===== src/rtl/dmxrf_pkg.sv =====
// types, codes and constants of the dmx stream receive filter
// no dependencies
package dmxrf_pkg;

    localparam logic [2:0] REQ_E131_DATA   = 3'd0;
    localparam logic [2:0] REQ_E131_SYNC   = 3'd1;
    localparam logic [2:0] REQ_ARTNET_DMX  = 3'd2;
    localparam logic [2:0] REQ_ARTNET_SYNC = 3'd3;
    localparam logic [2:0] REQ_ARTNET_POLL = 3'd4;
    localparam logic [2:0] REQ_SYNC_TMO    = 3'd5;
    localparam logic [2:0] REQ_STREAM_END  = 3'd6;

    localparam logic [2:0] ACT_NONE        = 3'd0;
    localparam logic [2:0] ACT_SHOW_NOW    = 3'd1;
    localparam logic [2:0] ACT_HOLD_SYNC   = 3'd2;
    localparam logic [2:0] ACT_SHOW_HELD   = 3'd3;
    localparam logic [2:0] ACT_BLANK       = 3'd4;
    localparam logic [2:0] ACT_POLL_REPLY  = 3'd5;
    localparam logic [2:0] ACT_END_IGNORED = 3'd6;

    localparam logic [1:0] CFG_OWN_UNIVERSE  = 2'd0;
    localparam logic [1:0] CFG_ARTNET_NET    = 2'd1;
    localparam logic [1:0] CFG_ARTNET_SUBNET = 2'd2;

    localparam logic [7:0]  OPT_PREVIEW    = 8'h80;
    localparam logic [7:0]  OPT_TERMINATED = 8'h40;
    localparam logic [7:0]  OPT_FORCE_SYNC = 8'h20;
    localparam logic [15:0] E131_UNI_MAX   = 16'd63999;
    localparam logic [7:0]  E131_PRIO_MAX  = 8'd200;
    localparam logic [9:0]  E131_CNT_MAX   = 10'd513;
    localparam logic [9:0]  DMX_CNT_MIN    = 10'd384;
    localparam logic [9:0]  ARTNET_CNT_MAX = 10'd512;
    localparam logic signed [7:0] SEQ_STALE_LIMIT = -8'sd20;

    typedef struct packed {
        logic [2:0]  req_type;
        logic        header_ok;
        logic [7:0]  sequence_req;
        logic [15:0] universe;
        logic [7:0]  priority_req;
        logic [7:0]  options;
        logic [63:0] cid_high;
        logic [63:0] cid_low;
        logic [15:0] sync_address;
        logic [9:0]  value_count;
        logic [31:0] source_ip;
    } t_in_word;

    typedef struct packed {
        logic [2:0]  action;
        logic        join_sync_group;
        logic        leave_sync_group;
        logic [15:0] group_address;
        logic        restart_data_timer;
        logic        restart_sync_timer;
        logic        restart_artnet_sync_timer;
    } t_out_word;

    typedef struct packed {
        logic [7:0] own_universe;
        logic [6:0] artnet_net;
        logic [3:0] artnet_subnet;
    } t_cfg;

    localparam t_cfg CFG_RESET = '{own_universe: 8'd1, artnet_net: 7'd0, artnet_subnet: 4'd0};

    typedef struct packed {
        logic [63:0] source_cid_high;
        logic [63:0] source_cid_low;
        logic [31:0] last_source;
        logic [15:0] sync_universe;
        logic [7:0]  data_seq;
        logic [7:0]  sync_seq;
        logic [7:0]  source_priority;
        logic        synced;
        logic        force_sync;
    } t_state;

    // stale when packet minus held, as signed 8 bit, lies in -19..0
    function automatic logic seq_stale(input logic [7:0] pkt, input logic [7:0] held);
        logic [7:0] d;
        d = pkt - held;
        return (d == 8'd0) || (d[7] && ($signed(d) > SEQ_STALE_LIMIT));
    endfunction

endpackage


===== src/rtl/dmxrf_decide.sv =====
// per-word filter decision: next stream state and the result word
// depends on dmxrf_pkg
module dmxrf_decide (
    input  dmxrf_pkg::t_in_word  i_item,
    input  dmxrf_pkg::t_state    i_state,
    input  dmxrf_pkg::t_cfg      i_cfg,
    output dmxrf_pkg::t_state    o_state,
    output dmxrf_pkg::t_out_word o_result
);
    import dmxrf_pkg::*;

    always_comb begin
        logic       term;
        logic       force_req;
        logic       cid_diff;
        logic       reject;
        logic       mismatch;
        logic       ok;
        logic       end_req;
        logic [7:0] want_sub;

        o_state  = i_state;
        o_result = '0;
        end_req  = 1'b0;
        ok       = 1'b0;

        term      = (i_item.options & OPT_TERMINATED) != 8'd0;
        force_req = (i_item.options & OPT_FORCE_SYNC) != 8'd0;
        cid_diff  = (i_item.cid_high != i_state.source_cid_high)
                 || (i_item.cid_low != i_state.source_cid_low);
        reject = ((i_state.data_seq != 8'd0) && seq_stale(i_item.sequence_req, i_state.data_seq))
              || (i_item.universe == 16'd0) || (i_item.universe > E131_UNI_MAX)
              || (i_item.priority_req > E131_PRIO_MAX)
              || (i_item.priority_req < i_state.source_priority)
              || ((i_state.data_seq != 8'd0) && cid_diff
                  && (i_item.priority_req == i_state.source_priority))
              || ((i_item.options & OPT_PREVIEW) != 8'd0) || term
              || ((i_state.sync_universe != 16'd0) && !force_req && !i_state.synced)
              || (i_item.value_count > E131_CNT_MAX) || (i_item.value_count < DMX_CNT_MIN);
        mismatch = (i_state.sync_universe != 16'd0) && (i_item.sync_address != 16'd0)
                && (i_state.sync_universe != i_item.sync_address);
        want_sub = {i_cfg.artnet_subnet, 4'd0} | i_cfg.own_universe;

        case (i_item.req_type)
            REQ_E131_DATA: begin
                if (i_item.header_ok) begin
                    if (reject) begin
                        end_req = term;
                    end else begin
                        o_state.source_cid_high = i_item.cid_high;
                        o_state.source_cid_low  = i_item.cid_low;
                        o_state.source_priority = i_item.priority_req;
                        o_state.force_sync      = force_req;
                        o_state.data_seq        = i_item.sequence_req;
                        if (!mismatch) begin
                            if (i_state.sync_universe == 16'd0 && i_item.sync_address != 16'd0) begin
                                if (i_item.sync_address[15:8] != 8'd0
                                    || i_item.sync_address[7:0] != i_cfg.own_universe) begin
                                    o_result.join_sync_group = 1'b1;
                                    o_result.group_address   = i_item.sync_address;
                                end
                                o_state.synced = 1'b0;
                            end else if (i_state.sync_universe != 16'd0
                                         && i_item.sync_address == 16'd0) begin
                                o_state.synced = 1'b0;
                                o_result.leave_sync_group = 1'b1;
                            end
                            o_state.sync_universe = i_item.sync_address;
                            o_result.action = (i_item.sync_address == 16'd0) ? ACT_SHOW_NOW
                                                                             : ACT_HOLD_SYNC;
                            o_result.restart_data_timer = 1'b1;
                        end
                    end
                end
            end
            REQ_E131_SYNC: begin
                if (i_item.header_ok
                    && !((i_state.sync_seq != 8'd0)
                         && seq_stale(i_item.sequence_req, i_state.sync_seq))
                    && i_item.sync_address != 16'd0
                    && i_item.sync_address == i_state.sync_universe) begin
                    o_state.sync_seq = i_item.sequence_req;
                    o_state.synced   = 1'b1;
                    o_result.action  = ACT_SHOW_HELD;
                    o_result.restart_sync_timer = 1'b1;
                end
            end
            REQ_ARTNET_DMX: begin
                if (i_item.header_ok) begin
                    ok = 1'b1;
                    if (i_item.sequence_req != 8'd0) begin
                        if (seq_stale(i_item.sequence_req, i_state.data_seq)) begin
                            ok = 1'b0;
                        end else begin
                            o_state.data_seq = i_item.sequence_req;
                        end
                    end
                    if (i_item.universe[14:8] != i_cfg.artnet_net
                        || i_item.universe[7:0] != want_sub
                        || i_item.value_count < DMX_CNT_MIN
                        || i_item.value_count > ARTNET_CNT_MAX
                        || (i_state.last_source[31:24] != 8'd0
                            && i_state.last_source != i_item.source_ip)) begin
                        ok = 1'b0;
                    end
                    if (ok) begin
                        o_state.last_source = i_item.source_ip;
                        o_result.action = i_state.synced ? ACT_HOLD_SYNC : ACT_SHOW_NOW;
                        o_result.restart_data_timer = 1'b1;
                    end
                end
            end
            REQ_ARTNET_SYNC: begin
                if (i_item.header_ok && i_state.last_source == i_item.source_ip) begin
                    o_state.synced  = 1'b1;
                    o_result.action = ACT_SHOW_HELD;
                    o_result.restart_artnet_sync_timer = 1'b1;
                end
            end
            REQ_ARTNET_POLL: begin
                if (i_item.header_ok) begin
                    o_result.action = ACT_POLL_REPLY;
                end
            end
            REQ_SYNC_TMO: begin
                o_state.synced = 1'b0;
            end
            REQ_STREAM_END: begin
                end_req = 1'b1;
            end
            default: begin
            end
        endcase

        if (end_req) begin
            if (i_state.sync_universe != 16'd0 && !i_state.force_sync) begin
                o_result.action = ACT_END_IGNORED;
            end else begin
                o_state  = '0;
                o_result = '0;
                o_result.action = ACT_BLANK;
                o_result.leave_sync_group = 1'b1;
            end
        end
    end

endmodule


===== src/rtl/dmx_stream_receive_filter.sv =====
// dmx stream receive filter top level: input register, stream state, result register
// depends on dmxrf_pkg and dmxrf_decide
//
// channel | direction | handshake              | payload
// in      | in        | i_in_valid/o_in_ready   | i_in_data (t_in_word)
// out     | out       | o_out_valid/i_out_ready | o_out_data (t_out_word)
// cfg     | in        | i_cfg_valid/o_cfg_ready | i_cfg_index, i_cfg_data
//
// one word per cycle unless the output stalls; a word waits in the input register
// and its result in the result register; the decision runs between the two
// a stalled result register holds the input register, which still takes a word while empty
// synchronous reset restores the registers and clears the stream state
// cfg writes are taken every cycle
module dmx_stream_receive_filter (
    input  logic                      i_clk,
    input  logic                      i_rst_n,
    input  logic                      i_in_valid,
    output logic                      o_in_ready,
    input  dmxrf_pkg::t_in_word       i_in_data,
    output logic                      o_out_valid,
    input  logic                      i_out_ready,
    output dmxrf_pkg::t_out_word      o_out_data,
    input  logic                      i_cfg_valid,
    output logic                      o_cfg_ready,
    input  logic [1:0]                i_cfg_index,
    input  logic [7:0]                i_cfg_data
);
    import dmxrf_pkg::*;

    t_in_word  r_in;
    logic      r_in_valid;
    t_out_word r_out;
    logic      r_out_valid;
    t_state    r_state;
    t_state    n_state;
    t_out_word n_out;
    t_cfg      r_cfg;
    logic      w_advance;

    assign w_advance   = !r_out_valid || i_out_ready;
    assign o_in_ready  = !r_in_valid || w_advance;
    assign o_out_valid = r_out_valid;
    assign o_out_data  = r_out;
    assign o_cfg_ready = 1'b1;

    dmxrf_decide u_decide (
        .i_item   (r_in),
        .i_state  (r_state),
        .i_cfg    (r_cfg),
        .o_state  (n_state),
        .o_result (n_out)
    );

    always_ff @(posedge i_clk) begin
        if (!i_rst_n) begin
            r_in_valid  <= 1'b0;
            r_out_valid <= 1'b0;
            r_state     <= '0;
            r_cfg       <= CFG_RESET;
        end else begin
            if (o_in_ready) begin
                r_in_valid <= i_in_valid;
            end
            if (w_advance) begin
                r_out_valid <= r_in_valid;
            end
            if (r_in_valid && w_advance) begin
                r_state <= n_state;
            end
            if (i_cfg_valid) begin
                case (i_cfg_index)
                    CFG_OWN_UNIVERSE:  r_cfg.own_universe  <= i_cfg_data;
                    CFG_ARTNET_NET:    r_cfg.artnet_net    <= i_cfg_data[6:0];
                    CFG_ARTNET_SUBNET: r_cfg.artnet_subnet <= i_cfg_data[3:0];
                    default: begin
                    end
                endcase
            end
        end
    end

    always_ff @(posedge i_clk) begin
        if (i_in_valid && o_in_ready) begin
            r_in <= i_in_data;
        end
        if (r_in_valid && w_advance) begin
            r_out <= n_out;
        end
    end

endmodule


===== config.mk =====
export PLATFORM = sky130hd
export DESIGN_NAME = dmx_stream_receive_filter
export DESIGN_NICKNAME = d
export VERILOG_FILES = /design/src/rtl/dmxrf_pkg.sv /design/src/rtl/dmxrf_decide.sv /design/src/rtl/dmx_stream_receive_filter.sv
export SDC_FILE = /design/constraint.sdc
export NUM_CORES = 1
export LEC_CHECK = 0
export BUFFER_PORTS_ARGS = -buffer_cell sky130_fd_sc_hd__clkbuf_2
export CAP_MARGIN = 10
export CORE_MARGIN = 4
export CORE_UTILIZATION = 35
export CTS_BUF_LIST = sky130_fd_sc_hd__clkbuf_4 sky130_fd_sc_hd__clkbuf_8
export DETAILED_ROUTE_END_ITERATION = 8
export GPL_TIMING_DRIVEN = 0
export SLEW_MARGIN = 20
export SYNTH_ARGS = -nofsm -noshare
export SYNTH_HDL_FRONTEND = slang
export SYNTH_HIERARCHICAL = 1
export SYNTH_SLANG_ARGS = --single-unit

===== constraint.sdc =====
create_clock -name i_clk -period 17.9 [get_ports i_clk]
set_input_delay 4.475 -clock i_clk [delete_from_list [all_inputs] [get_ports i_clk]]
set_output_delay 4.475 -clock i_clk [all_outputs]
set_load 0.03 [all_outputs]

==> results.txt, run 1 <==
* Wire length of the first global-routing pass: about 110000 um
- H-tree levels: 3
- The path class of the tightest hold or removal check is reg2reg.
- After technology mapping, the gate count stands at 2466.
- TritonCTS clock tree: built
- Yosys warnings: 6
- Entering global routing, the biggest net connects 61 pins.
* Most frequent standard cell in the layout excluding fill and tap cells: nand2_1
* Routability Congestion: 0.953
- The worst setup path is launched from a primary input.
- Final core utilization: 0.418
- Once the clock tree was built, the setup fixing pass inserted 0 buffers.
- In the routed layout, each cell is associated on average with a via count of between 5 and 6.
- Max Clock Freq: 105 MHz
- Sink of the worst hold path: r_state[13]
- TritonCTS Buffers: 87
* Number of antenna cells inserted: 0
* Instance area after placement: 26300 sq um
- Remaining global-route overflow: 0
* Clock buffer depth: 3
- Post-synthesis to final-layout area growth: 18.2%
* Die Span Y: 268 um
- The worst hold path was traced through 2 stages.
- Average cell area after synthesis: 9.62 sq um
- Most frequent cells in the layout: nand2_1 (476), clkbuf_2 (265), edfxtp_1 (249)
- After the last flow step, the layout net total stands at 3091.
* Total routed wirelength: 74700 um
- For the final routed database, the setup TNS stands at 0 ns.
- After detailed routing, the number of remaining DRC violations is 0.
* Total number of vias: 19800
* Insertion delay to the later sink of the worst-skew pair: a little over 0.7 ns
* Number of I/O pins: 272
- The number of cells on the worst reg-to-reg path is 13.
* Cts hold-fix bufs: 0
- Hold Fails Final Rpt: 0
* Cell breakdown of the critical path: clkbuf_2 -> nor2b_4 -> nand2_1 -> clkbuf_2
- On the final layout, the worst hold slack is 0.474 ns.
- Dividing the detail-routed wire length by the instance count gives about 20 um.
- Number of input and output port buffers inserted: 264
- Summed instance area of the synthesized netlist: 23700 sq um
* Via count of the first global-routing pass: 18500
- By instance count, the cell type seen most on the critical path is clkbuf_2.
- Number of sinks on the clock net: 472
- Final instance area: around 28000 sq um
- Worst flop-to-flop path endpoint: r_state[100]
- After clock tree synthesis, the clock-pin slew on the worst setup and hold paths is 0.06 ns.
* Net count after synthesis: approximately 2700
* Net load switching power: 643 uW
* Critical setup path kind: in2out
* Setup repair after global routing missed its margin: false
- The detail route stage leaves a number of antenna-violating nets equal to 0.
- Row count: 95
- The share of total power dissipated in the clock network is 0.436.
- Of the cells placed in the final design, the portion with a size suffix greater than 1 is 0.166.
* Endpoint class of the critical path: primary output
- MaxCap Viol Count: 0
* Slew at the pin closest to its max-slew limit: 1.03 ns
- Cell internal power dissipation: 1840 uW
- In this run the static leakage power is 0.00978 uW.
- Along the worst path, the maximum fanout reaches 4.
- In this run the number of cells on the critical path is 4.
- Gates resized during post-CTS repair numbered 0.
* Number of antenna violations at the first check in global routing: 0
* Maximum clock skew at final layout: 0.0447 ns
- Initial Util: 0.353
* Root Buffer Master: clkbuf_8
- FF-to-FF Start: r_in[223]
- Fill cell instance count of the final layout: 6677
- Final HPWL from detailed placement: 54000 um
- Measured against its own limit, the worst slew margin works out to 0.312.
- The flow ran to the end, and the final reports show no timing, DRC or antenna violations.
- Among all stages on the critical path, the largest delay is contributed by clkbuf_2.
* All-layer global routing usage: 0.201
- Combinational Power Share: 0.075
- Worst voltage drop across the vdd grid: 0.0729 mV
* Die outline area: 72000 sq um
- Time the worst path needs with I/O delays and setup: 9.48 ns
- Number of pins with negative max-slew slack in the final report: 0
- Measured along the x axis, the die boundary spans 268 um.
* Share of the cycle needed by the critical path after routing: 0.530
- Data required, critical path: 13.43 ns
- Arr. time, crit path: 5.01 ns
- Hold path startpoint: r_state[13]
- Switching share of power: 0.258
- Proportion of power drawn by flip-flops and latches: 0.489
* Largest delay contributor family on the critical path: buffers and inverters
- Largest stage delay, worst path: 0.19 ns
- Detailed Routing Iterations Pass 1: 5
- Setup violations remaining at the end of the flow were counted as 0.
* Pwr per Cell Area: between 80 and 90 nW/um^2
* Worst reg-to-reg setup slack: 13.53 ns
* Core Footprint: 67200 sq um
- Number of design-rule violations left by the first detailed-router iteration: 1971
- Counting both buffers and inverters, the worst setup path holds a total of 2.
==> per-layer routing <==
| layer | global-route usage | up-vias | part of all wire |
|---|---|---|---|
| li1 | - | 9512 | - |
| met1 | 0.275 | 9386 | 0.44 |
| met2 | 0.321 | 745 | 0.46 |
| met3 | 0.0320 | 138 | 0.063 |
| met4 | 0.0774 | 0 | 0.037 |
| met5 | 0 | - | 0 |
==> power by group through the flow <==
stage | combinational, uW | sequential (uW) | clock, uW
global placement | 182 | 1250 | 0
detailed placement | 185 | 1240 | 0
floorplan | 103 | 1230 | 0
CTS | 186 | 1220 | 1120
global route | 199 | 1220 | 1170
finish | 186 | 1220 | 1090
==> tightest hold or removal path: cells and delay by family (launching register included) <==
family           cells  cell delay, ns
flip-flops           1            0.32
multiplexers         1            0.05
AND/OR/NAND/NOR      1            0.06
==> through the flow <==
| step | power [uW] | cells | setup WS [ns] |
|---|---|---|---|
| 5_1_grt | 2590 | 3770 | 8.40 |
| 3_5_place_dp | 1420 | 3608 | 8.42 |
| 4_1_cts | 2520 | 3770 | 8.41 |
| 3_3_place_gp | 1430 | 3603 | 4.80 |
| 6_report | 2490 | 3770 | 8.42 |
| 2_1_floorplan | 1330 | 2466 | 7.36 |
==> how the worst max path moves through the flow <==
stage	from	to	slack (ns)
after floorplan	i_out_ready	r_in[0]	7.36
after global placement	i_out_ready	r_in[108]	4.80
after CTS	i_out_ready	o_in_ready	8.41
after detailed placement	i_out_ready	o_in_ready	8.42
final	i_out_ready	o_in_ready	8.42
after global routing	i_out_ready	o_in_ready	8.40
==> final cells by class <==
type	count	area, sq um	area share
clock inverters	50	385	0.0137
well taps	873	1090	0.0389
clock buffers	112	1410	0.0503
repair buffers	269	1430	0.0510
flip-flops and latches	472	11900	0.426
plain buffers	180	905	0.0322
inverters	41	154	0.00548
multi-input cells	1773	10700	0.383
==> flip-flops by register name, indices dropped and copies added (netlist names) <==
name	count
o_out_data	24
o_out_valid	1
r_cfg	19
r_in	225
r_in_valid	1
r_state	202
Power figures use the tool's default switching activity.
==> run 2, diff against run 1 <==
ABC_AREA = 1   (was default)
clock period = 7.7 ns   (was 17.9 ns; I/O delays follow)
==> run 2 against run 1 <==
- worst hold slack improved by 0.038 ns
- combinational power increased to 4.8 times the previous value
- power increased to 2.7 times the previous value
- routed wire length increased by 3.5%
- die area increased by 8.8%
- register-to-register slack got worse by 9.5 ns
==> results.txt, run 2 <==
- Worst voltage drop across the vdd grid: 0.177 mV (+140%)
- Slew margin rel.: 0.530 (+0.217)
- Total routed wirelength: 77300 um (+3.5%)
* Hold Fails Final Rpt: 0 (unchanged)
- The final-report setup violation count is 0 (unchanged).
* Post-cts resize count: 0 (unchanged)
- The clock latency on the worst-skew pair was 0.71 ns (about the same).
- Critical Path Source Type: primary input
* Multi-input combinational cell area: 11300 sq um (+4.9%)
- The worst endpoint required time is 5.78 ns (-7.65 ns).
- Reported leakage power: 0.0127 uW (+30%)
- The post-layout instance area was 30500 sq um (+8.8%).
* Instance area after placement: 28500 sq um (+8.5%)
* Number of pins with negative max-slew slack in the final report: 0 (unchanged)
* Root Buffer Master: clkbuf_8
- The number of detailed-routing iterations run before antenna repair was 6 (+1).
- The cell area after synthesis is 25900 sq um (+9.0%).
- The setup path with the least slack is of type in2out.
* Endpoint class of the critical path: primary output
* Number of flip-flops under the largest register name: 225 (unchanged)
- Largest net degree at the start of global routing: 90 (+48%)
* Cells after Synth: 3354 (+36%)
* Slew at the pin closest to its max-slew limit: 0.704 ns (-0.327 ns)
- The count of pins on the block boundary was 272 (unchanged).
* Register with the highest flop count: r_in
- The power per cell area came to 218 nW/um^2 (+150%).
* Highest-delay cell along the critical path: clkbuf_2
- The count of buffer and inverter cells on the critical path is 3 (+1).
- Path class of the lowest-slack min-delay path: reg2reg
- The vias after detailed routing was 22600 (+14%).
- The maximum buffer depth of the clock tree came to 3 (unchanged).
- Row count: 99 (+4.2%)
- Setup repair bufs after CTS: 0 (unchanged)
- Horizontal die dimension: 280 um (+4.3%)
- Clk pin slew, worst setup/hold paths: 0.05 ns (about the same)
- Worst slack at placement: 3.15 ns (-5.26 ns)
* Time the worst path needs with I/O delays and setup: approximately 4.6 ns
- Average cell area after synthesis: 7.72 sq um (-20%)
* Net count after synthesis: 3621 (+32%)
- Setup repair after global routing left no endpoint under its margin.
* Number of input and output port buffers inserted: 263 (-0.38%)
* H-tree levels: 3 (unchanged)
- The final weighted congestion of routability-driven global placement was 0.866 (-9.1%).
- Share of the cycle needed by the critical path after routing: 0.593
- Initial Util: 0.354 (+0.000713)
- Via count of the first global-routing pass: 21100 (+14%)
* Final HPWL from detailed placement: 55100 um (+2.1%)
* Die outline area: 78400 sq um (+8.8%)
- Fill cell instance count of the final layout: 7471 (+12%)
- Max Clock Freq: approximately 220 MHz
* Share of layout cells above drive strength 1: 0.195 (+0.0293)
- The total negative slack is 0 ns (unchanged).
- The final worst clock skew came to 0.0523 ns (+0.00766 ns).
- Net count, final: 3979 (+29%)
- TritonCTS Buffers: 90 (+3.4%)
* Number of sinks on the clock net: 472 (unchanged)
- The max-cap check violation count is 0 (unchanged).
- Sequential cell area: 11900 sq um (unchanged)
- Die Span Y: 280 um (+4.3%)
* Wire length of the first global-routing pass: 119000 um (+6.7%)
* Largest delay contributor family on the critical path: buffers and inverters
* Cell breakdown of the critical path: clkbuf_2 -> inv_1 -> nand3_1 -> clkbuf_2
* Cts hold-fix bufs: 0 (unchanged)
- Finished Layout Cells: 4751 (+26%)
* DR WL/cell: 16.3 um (-18%)
- Largest stage delay, worst path: 0.24 ns (+0.05 ns)
- The violation count after the first detailed-routing iteration was 1953 (-0.91%).
- The run finished with clean final reports.
- The worst path arrival time was 2.64 ns (-2.37 ns).
- Counting stages on the worst path, the most repeated cell is clkbuf_2.
- From synthesis to final layout, the design area changed by 18.0%.
* Antenna violation net count after detailed routing: 0 (unchanged)
- The core outline area is 73100 sq um (+8.8%).
- Most frequent cells in the layout: nand2_1 (858), inv_1 (396), nor2_1 (356)
- The library cell used most frequently in the layout, excluding fill and tap cells, is nand2_1.
- Final core utilization: 0.418 (about the same)
* Number of antenna violations at the first check in global routing: 5 (+5)
- All-layer global routing usage: 0.192 (-0.00840)
- The final worst setup slack is 3.13 ns (-5.28 ns).
- Max Fanout on Critical Path: 3 (-1)
* Number of vias per cell: 4.75 (-9.5%)
- Cells after DPL: 4579 (+27%)
- TritonCTS built the clock tree.
- Post-detailed-route DRC marker count: 0 (unchanged)
- The sum of overflow across all layers after global routing was 0 (unchanged).
- The synthesis warning total is 6 (unchanged).
[run 2: worst register-to-register path: stages (launching register included)]
cell      delay (ns)
edfxtp_1        0.45
nor2_2          0.39
inv_1           0.13
nor2_2          0.53
nand2_1         0.09
o21ai_0         0.15
inv_1           0.13
nor2_2          0.37
buf_2           0.45
clkbuf_1        0.45
a21oi_1         0.15
inv_1           0.08
nand3_1         0.07
nand2_1         0.08
nor2_1          0.04
[run 2: final cells by class]
| class | count | area share |
|---|---|---|
| clock inverter | 55 | 0.0184 |
| buffer | 189 | 0.0387 |
| clock buffer | 113 | 0.0481 |
| tap | 959 | 0.0393 |
| multi-input combinational | 2293 | 0.369 |
| antenna | 4 | 0.000328 |
| timing repair buffer | 266 | 0.0458 |
| inverter | 400 | 0.0494 |
| sequential | 472 | 0.391 |
[run 2: routing by layer]
layer,GRT usage,part of all wire,wire [um],vias to the layer above
met2,0.302,0.45,34700,631
met1,0.266,0.46,35900,10300
li1,-,-,-,11500
met3,0.0348,0.055,4220,127
met4,0.0698,0.032,2440,2
met5,0,0.00026,20,-
[run 2: worst paths after layout]
| path | depth (start not counted) | startpoint | slack (ns) | end |
|---|---|---|---|---|
| hold reg to reg | 2 | r_state[9] | 0.51 | r_state[9] |
| setup / recovery | 4 | i_out_ready | 3.13 | o_in_ready |
| setup reg to reg | 14 | r_in[229] | 4.02 | r_state[73] |
| hold / removal | 2 | r_state[9] | 0.51 | r_state[9] |
[run 2: stage by stage]
step | power (uW) | hold WS (ns)
2_1_floorplan | 3630 | 0.474
3_3_place_gp | 3900 | 0.491
3_5_place_dp | 3900 | 0.499
4_1_cts | 6750 | 0.515
5_1_grt | 7010 | 0.542
6_report | 6660 | 0.512
[run 2: where the power goes]
part           switching (uW)  internal (uW)
sequential                148           2820
clock                    1170           1630
combinational             519            365
==> run 3, diff against run 2 <==
ABC_AREA = 0   (was 1)
clock period = 4 ns   (was 7.7 ns; I/O delays follow)
==> run 3 against run 2 <==
- clock power is 82% higher
- worst setup slack worse by 2.9 ns
- worst hold slack worse by 0.040 ns
- clock-buffer cell count is 17 higher
- register-to-register slack worse by 3.8 ns
- die area is 8.1% lower
- critical path depth is 8 higher
- critical endpoint is now r_state[129]
- largest power group unchanged
- highest routed layer is now met4
==> results.txt, run 3 (synthesized netlist as in run 1, its figures left out) <==
* Setup Viol. Count Final: 0 (unchanged)
- The total die area was 72000 sq um (-8.1%).
- Slew margin rel.: 0.521 (-0.00839)
* Register with the highest flop count: r_in
* Met2 track demand over resource: 0.317 (+0.0143)
* TritonCTS clock tree: built
- Antenna violation net count after detailed routing: 0 (unchanged)
- Fill cell instance count of the final layout: 6594 (-12%)
- Root Buffer Master: clkbuf_8
- By instance count, the cell type seen most on the critical path is nand4_1.
* Number of I/O pins: 272 (unchanged)
- Number of flip-flops under the largest register name: 225 (unchanged)
- Post-synthesis to final-layout area growth: 19.1%
- The number of buffers inserted by post-CTS setup repair came to 0 (unchanged).
- Worst voltage drop across the vdd grid: 0.291 mV (+64%)
- The switching power share of the total came to 0.247 (-0.0292).
- Wire length of the first global-routing pass: 111000 um (-7.0%)
- Share of power burned in the clock network: 0.449 (+0.027)
* Slew at the pin closest to its max-slew limit: 0.718 ns (+0.0142 ns)
- The net switching component of the power was 2820 uW (+53%).
* Number of sinks on the clock net: 472 (unchanged)
- The final wirelength came to 74800 um (-3.3%).
- The final hold violation count was 0 (unchanged).
- The fraction of power consumed by sequential logic was 0.477 (+0.031).
- The reg2reg setup slack was 0.21 ns (-3.81 ns).
* Clk pin slew, worst setup/hold paths: 0.06 ns (about the same)
- The total negative slack is 0 ns (unchanged).
- The final worst clock skew was 0.0396 ns (-0.0127 ns).
- The routed design could run at a clock period as short as approximately 3.8 ns.
- Number of vias per cell: 5.21 (+9.8%)
* Endpoint class of the critical path: register
- The most critical setup path has its startpoint at r_in[138].
- The final worst setup slack was 0.212 ns (-2.92 ns).
* Most frequent standard cell in the layout excluding fill and tap cells: nand2_1
* Core Footprint: 67200 sq um (-8.1%)
- Largest stage delay, worst path: 0.59 ns (+0.35 ns)
- Routability Congestion: 0.958 (+11%)
- Busiest layer in global routing: met2
- Share of layout cells above drive strength 1: 0.178 (-0.0169)
- The number of placement rows was 95 (-4.0%).
* Number of pins with negative max-slew slack in the final report: 0 (unchanged)
- The all-layer global routing usage is 0.200 (+0.00766).
- Highest-delay cell along the critical path: or4_4
* Path class of the lowest-slack min-delay path: in2reg
* Largest net degree at the start of global routing: 57 (-37%)
* Critical setup path kind: reg2reg
- TritonCTS Buffers: 86 (-4.4%)
- DR WL/cell: 19.8 um (+22%)
- Worst slack at placement: -0.230 ns (-3.39 ns)
* Met3 track demand over resource: 0.0459 (+0.0110)
- The clock latency on the worst-skew pair was 0.70 ns (about the same).
* Net count, final: 3091 (-22%)
- The worst path arrival time came to 4.37 ns (+1.73 ns).
- Die Span Y: 268 um (-4.1%)
- Worst flop-to-flop path endpoint: r_state[129]
- Cell internal power dissipation: 8580 uW (+78%)
* Total number of vias: 19700 (-13%)
* Share of the cycle needed by the critical path after routing: 0.947
- Most frequent cells in the layout: nand2_1 (476), clkbuf_2 (278), edfxtp_1 (249)
- The number of detailed-routing iterations run before antenna repair is 8 (+2).
- Setup repair after global routing missed its margin: false
- Max Fanout on Critical Path: 10 (+7)
- The leakage power figure is 0.00993 uW (-22%).
- Number of antenna violations at the first check in global routing: 1 (-4)
- Number of cells on the worst reg-to-reg path: 12 (-2)
* Remaining global-route overflow: 0 (unchanged)
- MaxCap Viol Count: 0 (unchanged)
- H-tree levels: 3 (unchanged)
* Number of design-rule violations left by the first detailed-router iteration: 1862 (-4.7%)
- The worst setup path is launched from a register.
* Post-detailed-route DRC marker count: 0 (unchanged)
* Cts hold-fix bufs: 0 (unchanged)
* Sequential cell area: 11900 sq um (unchanged)
* Fraction of met1 tracks used by global routing: 0.263 (-0.00325)
- Cell breakdown of the critical path: xnor2_1 -> nand4_1 -> nor4_1 -> nand4_1 -> or4_4 -> a21bo_2 -> clkbuf_2 -> clkbuf_1 -> o21ai_0 -> a21oi_1 -> nand2_1 -> mux2i_1
- The combined area of the multi-input logic cells came to 10800 sq um (-4.4%).
- The via count of the first global-routing pass is 18600 (-12%).
- Combinational Power Share: 0.073 (-0.060)
- The effective utilization at floorplan was 0.353 (-0.000713).
* FF-to-FF Start: r_in[138]
* Worst setup path endpoint: r_state[129]
- Based on the critical path, the design can be clocked at up to ~260 MHz.
- The maximum buffer depth of the clock tree was 3 (unchanged).
- Result of the run: complete, no violations
- The chip width was 268 um (-4.1%).
- The power per cell area was 403 nW/um^2 (+85%).
- Data required, critical path: 4.58 ns (-1.20 ns)
* Number of input and output port buffers inserted: 264 (+0.38%)
- Final HPWL from detailed placement: 54300 um (-1.5%)
## run 3: routing by layer
layer  share of wire  up-vias
li1                -     9504
met1            0.43     9331
met2            0.46      680
met3           0.067      144
met4           0.043        0
met5               0        -
## run 3: what timing repair did
item | in CTS | in global routing
pin swaps | 0 | 0
endpoints found under the hold margin | 0 | 0
gates resized for setup | 2 | 32
endpoints found under the setup margin | 100 | 159
## run 3: final cells by class
| type | count | share of cell area |
|---|---|---|
| multi-input cells | 1773 | 0.381 |
| inverters | 41 | 0.00545 |
| repair buffers | 270 | 0.0510 |
| flip-flops and latches | 472 | 0.423 |
| plain buffers | 180 | 0.0326 |
| well taps | 873 | 0.0386 |
| clock buffers | 130 | 0.0571 |
| clock inverters | 31 | 0.0114 |
| diodes | 1 | 0.0000885 |
## run 3: critical path, delay by kind of cell (launching register included)
| kind | cells | cell delay, ns |
|---|---|---|
| mux | 1 | 0.07 |
| flops | 1 | 0.41 |
| buf+inv | 2 | 0.65 |
| xor+xnor | 1 | 0.41 |
| compound gates | 3 | 0.59 |
| simple gates | 5 | 1.51 |
## run 3: how the worst min path moves through the flow
stage	slack [ns]	startpoint	cells after the start	to
after floorplan	0.44	r_state[146]	2	r_state[146]
after global placement	0.46	r_state[3]	2	r_state[3]
after detailed placement	0.46	r_state[180]	2	r_state[180]
after CTS	0.40	i_in_data[85]	1	r_in[85]
after global routing	0.41	i_in_data[39]	1	r_in[39]
final	0.47	i_in_data[87]	1	r_in[87]
## run 3: power groups by stage
stage / clock, uW / combinational, uW / sequential [uW]
5_1_grt: 5490 / 900 / 5450
2_1_floorplan: 0 / 463 / 5490
6_report: 5120 / 838 / 5440
3_5_place_dp: 0 / 833 / 5540
3_3_place_gp: 0 / 817 / 5550
4_1_cts: 5280 / 837 / 5440
## run 3: through the flow
stage | cell area [sq um] | utilization | power [uW] | std cells | hold WS, ns
2_1_floorplan | 23700 | - | 5950 | 2466 | 0.444
5_1_grt | 28300 | 0.421 | 11800 | 3771 | 0.407
4_1_cts | 28200 | 0.420 | 11600 | 3770 | 0.395
3_3_place_gp | 26200 | 0.389 | 6370 | 3603 | 0.460
3_5_place_dp | 26300 | 0.391 | 6370 | 3609 | 0.461
6_report | 28300 | 0.421 | 11400 | 3771 | 0.472
